===== config.mk =====
export PLATFORM = sky130hd
export DESIGN_NAME = rssi_sweep_averager_flat
export DESIGN_NICKNAME = d
export VERILOG_FILES = /design/src/rtl/rssa_pkg.sv /design/src/rtl/rssa_if.sv /design/src/rtl/rssa_ram.sv /design/src/rtl/rssa_ctrl.sv /design/src/rtl/rssa_datapath.sv /design/src/rtl/rssi_sweep_averager.sv /design/src/flat_wrapper.sv
export SDC_FILE = /design/constraint.sdc
export NUM_CORES = 2
export LEC_CHECK = 0
export BUFFER_PORTS_ARGS = -buffer_cell sky130_fd_sc_hd__clkbuf_2
export CAP_MARGIN = 20
export CELL_PAD_IN_SITES_DETAIL_PLACEMENT = 1
export CELL_PAD_IN_SITES_GLOBAL_PLACEMENT = 1
export CORE_UTILIZATION = 30
export DETAILED_ROUTE_END_ITERATION = 10
export GPL_ROUTABILITY_DRIVEN = 0
export PLACE_DENSITY_LB_ADDON = 0.3
export SYNTH_ARGS = -nofsm -noshare
export SYNTH_HDL_FRONTEND = slang
export SYNTH_SLANG_ARGS = --single-unit

===== constraint.sdc =====
create_clock -name clk -period 12.88 [get_ports clk]
set_clock_uncertainty 0.1 [all_clocks]
set_input_delay 1.288 -clock clk [delete_from_list [all_inputs] [get_ports clk]]
set_output_delay 1.288 -clock clk [all_outputs]
set_load 0.01 [all_outputs]

===== src/rtl/rssa_pkg.sv =====
package rssa_pkg;

	// Largest sweep the block is built for by default.
	localparam int unsigned MAX_CHANNELS_DEF = 128;

	// The slot travels in an eight-bit field, which covers any sweep up to 256 slots.
	localparam int unsigned SLOT_FIELD_W = 8;

	// One store entry holds the smoothed level above the peak level.
	localparam int unsigned LEVEL_W = 8;
	localparam int unsigned STORE_W = 2 * LEVEL_W;

	// Configuration register indexes.
	localparam int unsigned CFG_IDX_W = 2;
	typedef logic [CFG_IDX_W-1:0] cfg_idx_t;
	localparam cfg_idx_t REG_FIRST_CHANNEL  = 2'd0;
	localparam cfg_idx_t REG_LAST_CHANNEL   = 2'd1;
	localparam cfg_idx_t REG_SAMPLE_SETTING = 2'd2;

	// Reset values of the configuration registers.
	localparam logic [7:0] FIRST_CHANNEL_RST  = 8'd0;
	localparam logic [7:0] LAST_CHANNEL_RST   = 8'd127;
	localparam logic [7:0] SAMPLE_SETTING_RST = 8'd0;

	// Top bit of the raw level, flipped to turn two's complement into an offset level.
	localparam logic [7:0] LEVEL_OFFSET = 8'h80;

	// Division by ten of a value below 2560: multiply by 3277 and drop 15 bits.
	localparam int unsigned SUM_W       = 12;
	localparam logic [11:0] RECIP_TEN   = 12'd3277;
	localparam int unsigned RECIP_SHIFT = 15;
	localparam int unsigned PROD_W      = 2 * SUM_W;

	typedef struct packed {
		logic [7:0] raw_level;
	} in_word_t;

	typedef struct packed {
		logic       retune;
		logic [6:0] slot_index;
		logic [7:0] radio_channel;
		logic [7:0] smoothed_level;
		logic [7:0] peak_level;
		logic       dwell_done;
		logic       sweep_wrapped;
	} out_word_t;

	typedef struct packed {
		cfg_idx_t   index;
		logic [7:0] data;
	} cfg_word_t;

	// What the sequencer decides for one tick, handed to the datapath.
	typedef struct packed {
		logic                    retune;
		logic                    done;
		logic                    wrapped;
		logic                    clear_peak;
		logic [SLOT_FIELD_W-1:0] slot;
		logic [7:0]              channel;
	} tick_t;

endpackage


===== src/rtl/rssa_if.sv =====
interface rssa_in_if import rssa_pkg::*; ();
	logic     valid;
	logic     ready;
	in_word_t data;

	modport source (output valid, output data, input ready);
	modport sink (input valid, input data, output ready);
endinterface

interface rssa_out_if import rssa_pkg::*; ();
	logic      valid;
	logic      ready;
	out_word_t data;

	modport source (output valid, output data, input ready);
	modport sink (input valid, input data, output ready);
endinterface

interface rssa_cfg_if import rssa_pkg::*; ();
	logic      valid;
	logic      ready;
	cfg_word_t data;

	modport source (output valid, output data, input ready);
	modport sink (input valid, input data, output ready);
endinterface


===== src/rtl/rssa_ram.sv =====
module rssa_ram #(
	parameter int unsigned WIDTH = 16,
	parameter int unsigned DEPTH = 128
) (
	input  logic                     clk,
	input  logic                     we,
	input  logic [$clog2(DEPTH)-1:0] waddr,
	input  logic [WIDTH-1:0]         wdata,
	input  logic                     re,
	input  logic [$clog2(DEPTH)-1:0] raddr,
	output logic [WIDTH-1:0]         rdata
);

	logic [WIDTH-1:0] mem [DEPTH];

	always_ff @(posedge clk) begin
		if (we) begin
			mem[waddr] <= wdata;
		end
		if (re) begin
			rdata <= mem[raddr];
		end
	end

endmodule


===== src/rtl/rssa_ctrl.sv =====
module rssa_ctrl import rssa_pkg::*; #(
	parameter int unsigned MAX_CHANNELS = MAX_CHANNELS_DEF
) (
	input  logic clk,
	input  logic arst_n,
	rssa_cfg_if.sink cfg,
	input  logic accept,
	output tick_t tick
);

	localparam int unsigned SLOT_W = $clog2(MAX_CHANNELS);

	logic [7:0]        first_q;
	logic [7:0]        last_q;
	logic [7:0]        setting_q;
	logic              phase_q;
	logic [SLOT_W-1:0] slot_q;
	logic [7:0]        count_q;

	logic signed [9:0] diff;
	logic [9:0]        span;
	logic [SLOT_W:0]   slot_inc;
	logic              wrap;
	logic [SLOT_W-1:0] slot_new;
	logic [7:0]        mag;
	logic [7:0]        limit;
	logic [7:0]        count_inc;
	logic              done;

	assign cfg.ready = 1'b1;

	always_ff @(posedge clk or negedge arst_n) begin
		if (!arst_n) begin
			first_q   <= FIRST_CHANNEL_RST;
			last_q    <= LAST_CHANNEL_RST;
			setting_q <= SAMPLE_SETTING_RST;
		end else if (cfg.valid) begin
			case (cfg.data.index)
				REG_FIRST_CHANNEL:  first_q   <= cfg.data.data;
				REG_LAST_CHANNEL:   last_q    <= cfg.data.data;
				REG_SAMPLE_SETTING: setting_q <= cfg.data.data;
				default: ;
			endcase
		end
	end

	// The span is clamped to at least one slot and at most the store depth.
	always_comb begin
		diff = $signed({2'b00, last_q}) - $signed({2'b00, first_q}) + 10'sd1;
		if (diff < 10'sd1) begin
			span = 10'd1;
		end else if (diff > $signed(10'(MAX_CHANNELS))) begin
			span = 10'(MAX_CHANNELS);
		end else begin
			span = 10'(diff);
		end
	end

	// A setting of 0x80 has a magnitude of 128, which fits the unsigned byte.
	assign mag       = setting_q[7] ? 8'(-setting_q) : setting_q;
	assign limit     = (mag == 8'd0) ? 8'd1 : mag;
	assign count_inc = count_q + 8'd1;

	assign slot_inc = {1'b0, slot_q} + (SLOT_W + 1)'(1);
	assign wrap     = (10'(slot_inc) >= span);
	assign done     = phase_q && (count_inc >= limit);

	always_comb begin
		if (!phase_q) begin
			slot_new = wrap ? '0 : slot_inc[SLOT_W-1:0];
		end else begin
			slot_new = slot_q;
		end
	end

	always_comb begin
		tick.retune     = !phase_q;
		tick.done       = done;
		tick.wrapped    = !phase_q && wrap;
		tick.clear_peak = !phase_q && (setting_q != 8'd0);
		tick.slot       = SLOT_FIELD_W'(slot_new);
		tick.channel    = first_q + 8'(slot_new);
	end

	always_ff @(posedge clk or negedge arst_n) begin
		if (!arst_n) begin
			phase_q <= 1'b0;
			slot_q  <= '0;
			count_q <= '0;
		end else if (accept) begin
			slot_q <= slot_new;
			if (!phase_q) begin
				phase_q <= 1'b1;
				count_q <= '0;
			end else begin
				phase_q <= !done;
				count_q <= count_inc;
			end
		end
	end

endmodule


===== src/rtl/rssa_datapath.sv =====
module rssa_datapath import rssa_pkg::*; #(
	parameter int unsigned MAX_CHANNELS = MAX_CHANNELS_DEF
) (
	input  logic clk,
	input  logic arst_n,
	rssa_in_if.sink   sample,
	rssa_out_if.source result,
	input  tick_t tick,
	output logic  accept
);

	localparam int unsigned SLOT_W = $clog2(MAX_CHANNELS);

	logic                    valid_s1;
	tick_t                   tick_s1;
	logic [LEVEL_W-1:0]      level_s1;
	logic [SLOT_W-1:0]       slot_s1;
	logic                    adv_s1;

	logic [MAX_CHANNELS-1:0] written_q;
	logic                    fwd_vld_q;
	logic [SLOT_W-1:0]       fwd_slot_q;
	logic [LEVEL_W-1:0]      fwd_avg_q;
	logic [LEVEL_W-1:0]      fwd_peak_q;

	logic                    out_valid_q;
	out_word_t               out_q;

	logic [STORE_W-1:0]      rdata;
	logic                    fwd_hit;
	logic [LEVEL_W-1:0]      old_avg;
	logic [LEVEL_W-1:0]      old_peak;
	logic [SUM_W-1:0]        sum;
	logic [PROD_W-1:0]       prod;
	logic [LEVEL_W-1:0]      new_avg;
	logic [LEVEL_W-1:0]      new_peak;

	// The output register frees the pipeline stage whenever it is empty or the sink takes a word.
	assign adv_s1       = valid_s1 && (!out_valid_q || result.ready);
	assign sample.ready = !valid_s1 || adv_s1;
	assign accept       = sample.valid && sample.ready;
	assign slot_s1      = tick_s1.slot[SLOT_W-1:0];

	rssa_ram #(
		.WIDTH (STORE_W),
		.DEPTH (MAX_CHANNELS)
	) u_store (
		.clk   (clk),
		.we    (adv_s1),
		.waddr (slot_s1),
		.wdata ({new_avg, new_peak}),
		.re    (accept),
		.raddr (tick.slot[SLOT_W-1:0]),
		.rdata (rdata)
	);

	always_ff @(posedge clk or negedge arst_n) begin
		if (!arst_n) begin
			valid_s1 <= 1'b0;
		end else if (sample.ready) begin
			valid_s1 <= sample.valid;
		end
	end

	always_ff @(posedge clk) begin
		if (accept) begin
			tick_s1  <= tick;
			level_s1 <= sample.data.raw_level ^ LEVEL_OFFSET;
		end
	end

	// The last write is forwarded, since the next word may have read that entry
	// at the very edge it was written. An entry never written reads as zero.
	assign fwd_hit = fwd_vld_q && (fwd_slot_q == slot_s1);

	always_comb begin
		if (fwd_hit) begin
			old_avg  = fwd_avg_q;
			old_peak = fwd_peak_q;
		end else if (written_q[slot_s1]) begin
			old_avg  = rdata[STORE_W-1:LEVEL_W];
			old_peak = rdata[LEVEL_W-1:0];
		end else begin
			old_avg  = '0;
			old_peak = '0;
		end
	end

	assign sum  = SUM_W'(level_s1) + (SUM_W'(old_avg) << 3) + SUM_W'(old_avg);
	assign prod = PROD_W'(sum) * PROD_W'(RECIP_TEN);

	always_comb begin
		if (tick_s1.retune) begin
			new_avg  = old_avg;
			new_peak = tick_s1.clear_peak ? '0 : old_peak;
		end else begin
			new_avg  = prod[RECIP_SHIFT +: LEVEL_W];
			new_peak = (level_s1 > old_peak) ? level_s1 : old_peak;
		end
	end

	always_ff @(posedge clk or negedge arst_n) begin
		if (!arst_n) begin
			written_q <= '0;
			fwd_vld_q <= 1'b0;
		end else if (adv_s1) begin
			written_q[slot_s1] <= 1'b1;
			fwd_vld_q          <= 1'b1;
		end
	end

	always_ff @(posedge clk) begin
		if (adv_s1) begin
			fwd_slot_q <= slot_s1;
			fwd_avg_q  <= new_avg;
			fwd_peak_q <= new_peak;
		end
	end

	always_ff @(posedge clk or negedge arst_n) begin
		if (!arst_n) begin
			out_valid_q <= 1'b0;
		end else if (adv_s1) begin
			out_valid_q <= 1'b1;
		end else if (result.ready) begin
			out_valid_q <= 1'b0;
		end
	end

	always_ff @(posedge clk) begin
		if (adv_s1) begin
			out_q.retune         <= tick_s1.retune;
			out_q.slot_index     <= tick_s1.slot[6:0];
			out_q.radio_channel  <= tick_s1.channel;
			out_q.smoothed_level <= new_avg;
			out_q.peak_level     <= new_peak;
			out_q.dwell_done     <= tick_s1.done;
			out_q.sweep_wrapped  <= tick_s1.wrapped;
		end
	end

	assign result.valid = out_valid_q;
	assign result.data  = out_q;

	a_fwd_marks_written: assert property (@(posedge clk) disable iff (!arst_n)
		adv_s1 |=> fwd_vld_q && written_q[fwd_slot_q])
		else $error("forwarded entry is not marked as written");

	a_retune_not_done: assert property (@(posedge clk) disable iff (!arst_n)
		valid_s1 |-> !(tick_s1.retune && tick_s1.done))
		else $error("a retune word also ends a dwell");

	a_wrap_to_zero: assert property (@(posedge clk) disable iff (!arst_n)
		valid_s1 && tick_s1.wrapped |-> tick_s1.retune && (tick_s1.slot == '0))
		else $error("wrap flagged without a retune to slot zero");

	a_clear_peak: assert property (@(posedge clk) disable iff (!arst_n)
		adv_s1 && tick_s1.retune && tick_s1.clear_peak |=> result.data.peak_level == '0)
		else $error("peak not cleared on retune");

	a_slot_in_range: assert property (@(posedge clk) disable iff (!arst_n)
		valid_s1 |-> ({1'b0, tick_s1.slot} < 9'(MAX_CHANNELS)))
		else $error("slot beyond the store depth");

endmodule


===== src/rtl/rssi_sweep_averager.sv =====
// Channel-sweeping signal strength monitor. Each input word is one timer tick; the block
// alternates between a retune tick, which steps to the next slot of the sweep (wrapping at
// last_channel - first_channel + 1, clamped to 1..MAX_CHANNELS) and reports the radio channel,
// and one or more measure ticks, which fold the offset level into the slot's smoothed level
// (s + 9*old)/10 and its peak hold. Every tick gives exactly one result word. A new word is
// taken every clock cycle as long as the result side takes its words. Each tick passes through
// an input stage (s1) and then the output register, which holds the result word until taken.
// Stage s1 does one registered read and write-back of the per-slot store, with the last write
// forwarded so back-to-back ticks on the same slot see it. The store is clear from reset onward
// through a written flag per slot, so no clearing pass is needed. Configuration writes are
// taken at any time but are meant for when no tick is in flight.
module rssi_sweep_averager import rssa_pkg::*; #(
	parameter int unsigned MAX_CHANNELS = MAX_CHANNELS_DEF
) (
	input  logic clk,
	input  logic arst_n,
	rssa_cfg_if.sink   cfg,
	rssa_in_if.sink    sample,
	rssa_out_if.source result
);

	tick_t tick;
	logic  accept;

	rssa_ctrl #(
		.MAX_CHANNELS (MAX_CHANNELS)
	) u_ctrl (
		.clk    (clk),
		.arst_n (arst_n),
		.cfg    (cfg),
		.accept (accept),
		.tick   (tick)
	);

	rssa_datapath #(
		.MAX_CHANNELS (MAX_CHANNELS)
	) u_datapath (
		.clk    (clk),
		.arst_n (arst_n),
		.sample (sample),
		.result (result),
		.tick   (tick),
		.accept (accept)
	);

endmodule


===== src/flat_wrapper.sv =====
// flat-port wrapper written by rule: the top's interface ports become plain ports
module rssi_sweep_averager_flat import rssa_pkg::*;
#(
	parameter int unsigned MAX_CHANNELS = MAX_CHANNELS_DEF
)
  (clk, arst_n, cfg_valid, cfg_data, cfg_ready, sample_valid, sample_data, sample_ready, result_valid, result_data, result_ready);
  rssa_cfg_if cfg_i ();
  rssa_in_if sample_i ();
  rssa_out_if result_i ();
  input  logic clk;
  input  logic arst_n;
  input wire logic [$bits(cfg_i.valid)-1:0] cfg_valid;
  input wire logic [$bits(cfg_i.data)-1:0] cfg_data;
  output wire logic [$bits(cfg_i.ready)-1:0] cfg_ready;
  input wire logic [$bits(sample_i.valid)-1:0] sample_valid;
  input wire logic [$bits(sample_i.data)-1:0] sample_data;
  output wire logic [$bits(sample_i.ready)-1:0] sample_ready;
  output wire logic [$bits(result_i.valid)-1:0] result_valid;
  output wire logic [$bits(result_i.data)-1:0] result_data;
  input wire logic [$bits(result_i.ready)-1:0] result_ready;
  assign cfg_i.valid = cfg_valid;
  assign cfg_i.data = cfg_data;
  assign cfg_ready = cfg_i.ready;
  assign sample_i.valid = sample_valid;
  assign sample_i.data = sample_data;
  assign sample_ready = sample_i.ready;
  assign result_valid = result_i.valid;
  assign result_data = result_i.data;
  assign result_i.ready = result_ready;
  rssi_sweep_averager #(.MAX_CHANNELS(MAX_CHANNELS)) u_core (.clk(clk), .arst_n(arst_n), .cfg(cfg_i), .sample(sample_i), .result(result_i));
endmodule

Yosys cells after proc, flatten, opt, wreduce, memory -nomap -nowiden
Memories as Yosys holds them, arrays and structs flattened. A register that Yosys moved wholly into a read port is not among the register bits.
Index checks and enable logic that the tools add are counted.
{"block": "word_totals", "reg_bits": 232, "out_inout_bits": 37, "n_memories": 1, "ramBits": 2048}
{"block": "classes", "n_bitwise": 2, "n_eq_ne": 3, "n_reduce_logical": 20, "n_addsub": 8, "magnitude_cmp": 7, "n_mux": 24, "mul": 1}
{"memory": "u_core.u_datapath.u_store.mem", "depth": 128, "width": 16, "rd": 1, "rd_ports_with_merged_regs": 1, "write_ports": 1, "line_no": "rssa_ram.sv:14", "source": "logic [WIDTH-1:0] mem [DEPTH];"}
{"cell": "$or A128 B128 Y128", "count": 1}
{"cell": "$mux W8", "count": 11}
{"cell": "$mul A12 B12 Y23 const B", "count": 1}
{"cell": "$mux W10", "count": 2}
{"cell": "$mux W7", "count": 2}
{"cell": "$add A12 B8 Y12", "count": 1}
{"cell": "$add A8 B11 Y12", "count": 1}
{"cell": "$add A9 B2 Y10 const B", "count": 1}
{"cell": "$ge A8 B10 Y1", "count": 1}
{"cell": "$gt A10 B9 Y1 const B", "count": 1}
{"cell": "$lt A10 B2 Y1 const B", "count": 1}
{"cell": "$sub A8 B8 Y9", "count": 1}
{"cell": "$add A7 B1 Y8 const B", "count": 1}
{"cell": "$add A8 B1 Y8 const B", "count": 1}
{"cell": "$add A8 B7 Y8", "count": 1}
{"cell": "$ge A8 B8 Y1", "count": 1}
{"cell": "$gt A8 B8 Y1", "count": 1}
{"cell": "$logic_not A8 Y1", "count": 1}
{"cell": "$lt A7 B8 Y1 const B", "count": 1}
{"cell": "$neg A8 Y8", "count": 1}
{"cell": "$reduce_bool A8 Y1", "count": 1}
{"cell": "$bmux W1 S7", "count": 1}
{"cell": "$demux W1 S7", "count": 1}
{"cell": "$eq A7 B7 Y1", "count": 1}
{"cell": "11 further kinds", "count": 29}

Logic depth before layout (Yosys ltp)
{"block": "logic_depth", "depth_word": 9, "mapped_depth": 42, "ltp_nobuf": 39}

Cells and area by module
From an unflattened synthesis, not the netlist that was laid out.
{"block": "hier_totals", "hier_cells": 4415, "hier_area_um2": 93438.4}
{"mod": "rssa_ram", "area_per_inst_um2": 78683.0, "cells_each": 3086, "instances": 1}
{"mod": "rssa_datapath", "area_per_inst_um2": 11347.1, "cells_each": 936, "instances": 1}
{"mod": "rssa_ctrl", "area_per_inst_um2": 3408.3, "cells_each": 393, "instances": 1}

Worst setup path before layout
OpenSTA, ideal clock, no wires.
{"block": "synth_path", "kind": "register to register", "start": "register u_core.u_datapath.tick_s1, in the netlist u_core.u_datapath.slot_s1[0]", "end": "register u_core.u_datapath.out_q, in the netlist u_core.u_datapath.result.data[10], data pin", "required_ns": 11.576, "arrival_ns": 12.584, "n_path_buf": 4, "path_slack_ns": -1.008, "stages_incl_launch_ff": 38, "cell_sequence": "edfxtp_1 buf_2 buf_2 buf_1 xnor2_1 nand4_1 nor2_2 clkbuf_1 nor3b_1 a21oi_1 inv_1 ha_1 ha_1 inv_1 fa_1 inv_1 a21oi_1 o21bai_1 (+2 left out) xor2_1 ha_1 inv_1 fa_1 inv_1 fa_1 fa_1 inv_1 fa_1 inv_1 ha_1 nand4_1 nor2_1 a211oi_1 o311ai_0 o211ai_1 nand2_1 o21ai_0"}
{"block": "synth_between", "elab_chain_cells": 8}
{"item": "start, declared", "line_no": "rssa_datapath.sv:15", "source": "tick_t tick_s1;"}
{"item": "start signal, assigned", "line_no": "rssa_datapath.sv:67", "source": "tick_s1 <= tick;"}
{"item": "$bmux W1 S7", "line_no": "rssa_datapath.sv:80", "source": "end else if (written_q[slot_s1]) begin"}
{"item": "$mux W1 (implied by the code)", "line_no": "rssa_datapath.sv:80"}
{"item": "$mux W8", "line_no": "rssa_datapath.sv:80"}
{"item": "$mux W8 *", "line_no": "rssa_datapath.sv:77", "source": "if (fwd_hit) begin"}
{"item": "$add A8 B11 Y12", "line_no": "rssa_datapath.sv:89", "source": "assign sum = SUM_W'(level_s1) + (SUM_W'(old_avg) << 3) + SUM_W'(old_avg);"}
{"item": "$add A12 B8 Y12", "line_no": "rssa_datapath.sv:89"}
{"item": "$mul A12 B12 Y23", "line_no": "rssa_datapath.sv:90", "source": "assign prod = PROD_W'(sum) * PROD_W'(RECIP_TEN);"}
{"item": "$mux W8 *", "line_no": "rssa_datapath.sv:93", "source": "if (tick_s1.retune) begin"}
{"item": "via u_core.u_datapath.new_avg[0]", "line_no": "rssa_datapath.sv:35", "source": "logic [LEVEL_W-1:0] new_avg;"}
{"item": "end, declared", "line_no": "rssa_datapath.sv:27", "source": "out_word_t out_q;"}
Mark *: on every way through the listed nets, which the timed path passes. The rest lies on a longest branch. The select of a mux whose other input is x is not followed.
A chain may end at the register's enable or synchronous reset.

Worst setup path in the final report
{"block": "layout_path", "start": "register u_core.u_datapath.tick_s1, in the netlist u_core.u_datapath.slot_s1[2]", "end": "memory u_core.u_datapath.u_store.mem[73][12], data pin"}
{"block": "layout_between", "elab_chain_cells": 8}
{"item": "$bmux W1 S7", "line_no": "rssa_datapath.sv:80"}
{"item": "$mux W1 (implied by the code)", "line_no": "rssa_datapath.sv:80"}
{"item": "$mux W8", "line_no": "rssa_datapath.sv:80"}
{"item": "$mux W8 *", "line_no": "rssa_datapath.sv:77"}
{"item": "$add A8 B11 Y12", "line_no": "rssa_datapath.sv:89"}
{"item": "$add A12 B8 Y12", "line_no": "rssa_datapath.sv:89"}
{"item": "$mul A12 B12 Y23", "line_no": "rssa_datapath.sv:90"}
{"item": "$mux W8 *", "line_no": "rssa_datapath.sv:93"}
{"item": "via u_core.u_datapath.new_avg[4]", "line_no": "rssa_datapath.sv:35"}
{"item": "end, declared", "line_no": "rssa_ram.sv:14"}
Marked as above.

==> flow_metrics.py <==
metrics = {
    "timing": {
        "finalSetupViolCount": 0,
        "hold_violations": 0,
        "tightest_slew_ns": 1.193,
        "setup_slack_ns": 0.7144,
        "relSlewSlack_pct": 18.73,
        "setup_tns_ns": 0,
        "max_freq_mhz": 82.20,
        "grt_setup_unrepaired": "no",
        "slew_violations": 0,
        "period_needed_ns": 12.17,
        "fin_crit_sh_pct": 94.45,
    },
    "cts": {
        "clk_pin_slew_worst_paths_ns": 0.06,
        "cts_resized": 0,
        "insertion_delay_ns": 0.92,
        "cts.sinks": 2296,
        "hold_buffers": 0,
        "cts_setup_buffers": 0,
        "cts_tree": "done",
        "cts_buffer_depth": 3,
        "cts_buffers": 239,
        "cts_root_buffer": "clkbuf_16",
        "htree_levels": 4,
    },
    "global_routing": {
        "antenna_found_initial": 21,
        "grt_pass1_vias": 62730,
        "grt_pass1_wl_mm": 465.9,
        "grt_start_max_net_pins": 141,
        "grt_use_total_pct": 20.20,
        "grt.overflow.total": 0,
    },
    "floorplan": {
        "core_area_um2": 315000,
        "rows": 206,
        "start_util_pct": 30.17,
        "die_area_um2": 319000,
        "ios": 60,
        "chipWidth_um": 564.8,
        "fp.dieH_um": 564.8,
    },
    "routing": {
        "vias": 61190,
        "drcViolationCount": 0,
        "wl_mm": 327.6,
        "wl_per_cell_um": 28.97,
        "drtIter0Drc": 5933,
        "antenna_left": 0,
        "first_pass_iters": 5,
        "viasPerCell": 5.411,
    },
    "yosys": {
        "syn_inst": 6802,
        "synth-async-reset-ratio_pct": 7.448,
        "syn-num-nets": 7005,
        "synth-seq-cells": 2296,
        "synthTopCellsByArea": "edfxtp_1, nand2_1, dfrtp_1",
        "ys_top_cells_by_count": "edfxtp_1, nand2_1, a21oi_1",
        "synth_warnings": 0,
        "syn_area_per_cell_um2": 13.97,
        "yosysSeqAreaShare_pct": 71.67,
        "synth_cell_type_count": 87,
        "post-synth-top-area-fraction_pct": 67.16,
        "netlist_area_um2": 95010,
        "synth_edf_count": 2125,
        "yosys.area.top_type": "edfxtp_1",
        "synth_most_common_cell": "edfxtp_1",
        "synthFlopType": "edfxtp_1",
    },
    "worst_setup_path": {
        "crit_path_end_kind": "flop",
        "critical_path.slowest_cell": "edfxtp_1",
        "slowest_delay_ns": 1.08,
        "cp.arrival_ns": 12.76,
        "cpMostUsedCell": "inv_1",
        "crit_type": "flop to flop",
        "required_ns": 13.47,
        "crit_path_max_fanout": 27,
        "start_kind": "flop",
    },
    "finish": {
        "fill_cells": 32920,
        "drive_above_1_share_pct": 12.95,
        "fin_util_pct": 34.69,
        "nets": 7123,
        "areaGrowthSynthToFinish_pct": 14.99,
    },
    "place": {
        "hpwl_mm": 192.8,
        "pre_cts_ws_ns": 0.8387,
        "numPortBuffers": 58,
    },
    "run_status": {
        "outcome": "completed",
    },
    "job": {
        "cap_violations": 0,
    },
    "min_path": {
        "hp-class": "flop to flop",
    },
}
-- routing by layer --
layer | track usage, % | vias up | share of wire [%] | wire [um]
met5 | 0 | - | 0.014 | 46
met4 | 6.827 | 6 | 3.5 | 11430
met3 | 3.087 | 507 | 5.7 | 18670
met2 | 33.75 | 1879 | 48 | 157100
met1 | 26.71 | 32620 | 43 | 140400
li1 | - | 26180 | - | -
-- metrics by stage --
stage               instance area (um^2)  hold WS (ns)  cells
floorplan                          95010        0.3003   6802
global placement                  101400        0.3024  10840
detailed placement                101400        0.3052  10840
CTS                               109200        0.3185  11290
global route                      109200        0.3245  11300
finish                            109200        0.3178  11310
-- sequential cells by signal, summed over array words and instances (netlist names), 7 cells and up --
name                             cells
u_core.u_datapath.written_q        128
u_core.u_datapath.result.data       34
u_core.u_ctrl.setting_q              8
u_core.u_ctrl.slot_q                 7
u_core.u_datapath.u_store.rdata     16
u_core.u_ctrl.last_q                 8
u_core.u_datapath.level_s1           8
u_core.u_ctrl.first_q                8
u_core.u_datapath.tick_s1           12
u_core.u_datapath.slot_s1            7
u_core.u_datapath.u_store.mem     2048
u_core.u_ctrl.count_q                8
-- cell type report --
cell class	instances	area [um^2]	share of cell area, %
flip-flops and latches	2296	68100	62.33
multi-input cells	3920	25010	22.89
clock buffers	298	6304	5.770
well taps	4160	5205	4.764
repair buffers	317	2564	2.347
clock inverters	156	1464	1.340
inverters	146	565.5	0.5177
diodes	16	40.04	0.03665
-- critical path: cells and delay by family, from the launching register on --
family          cells  cell delay (ns)
compound gates     14             3.91
fa+ha+maj           9             3.36
buf+inv             9             1.45
flops               1             1.08
mux                 1             0.88
xor+xnor            2             0.62
simple gates        3             0.46
-- cells by family (layout without fill, tap and decap cells) --
family	Yosys count	count (layout)	synth area share, %
xor gates and xnor gates	56	56	0.5162
and+or+nand+nor	2036	2036	9.841
adders and majority gates	180	180	2.726
DFF	2296	2296	71.67
muxes	239	239	2.639
buffers and inverters	586	917	2.540
other	1	17	0.003947
AOI/OAI and AO/OA	1408	1408	10.06
-- final timing paths --
check	start	to	slack [ns]	cells past startpoint
max	u_core.u_datapath.slot_s1[2]	u_core.u_datapath.u_store.mem[73][12]	0.71	38
max reg2reg	u_core.u_datapath.slot_s1[2]	u_core.u_datapath.u_store.mem[73][12]	0.71	38
min	u_core.u_datapath.tick_s1[1]	u_core.u_datapath.result.data[19]	0.32	0
min in group asynchronous	arst_n	u_core.u_ctrl.first_q[7]	0.34	1
max in group asynchronous	arst_n	u_core.u_datapath.written_q[25]	10.66	2
min reg2reg	u_core.u_datapath.tick_s1[1]	u_core.u_datapath.result.data[19]	0.32	0
-- cell usage in the layout, fill, tap and decap left out, drive strengths merged, types with 132 or more instances in the layout --
master,instances
clkbuf,356
a311oi,140
ha,135
buf,259
and3,270
inv,154
nand2,1127
mux2i,204
edfxtp,2125
or2,132
a211oi,255
dfrtp,164
a21oi,445
nor2,185
Power is not shown: default switching activity piles up to over one toggle a cycle in this logic, so the estimate is an artifact.
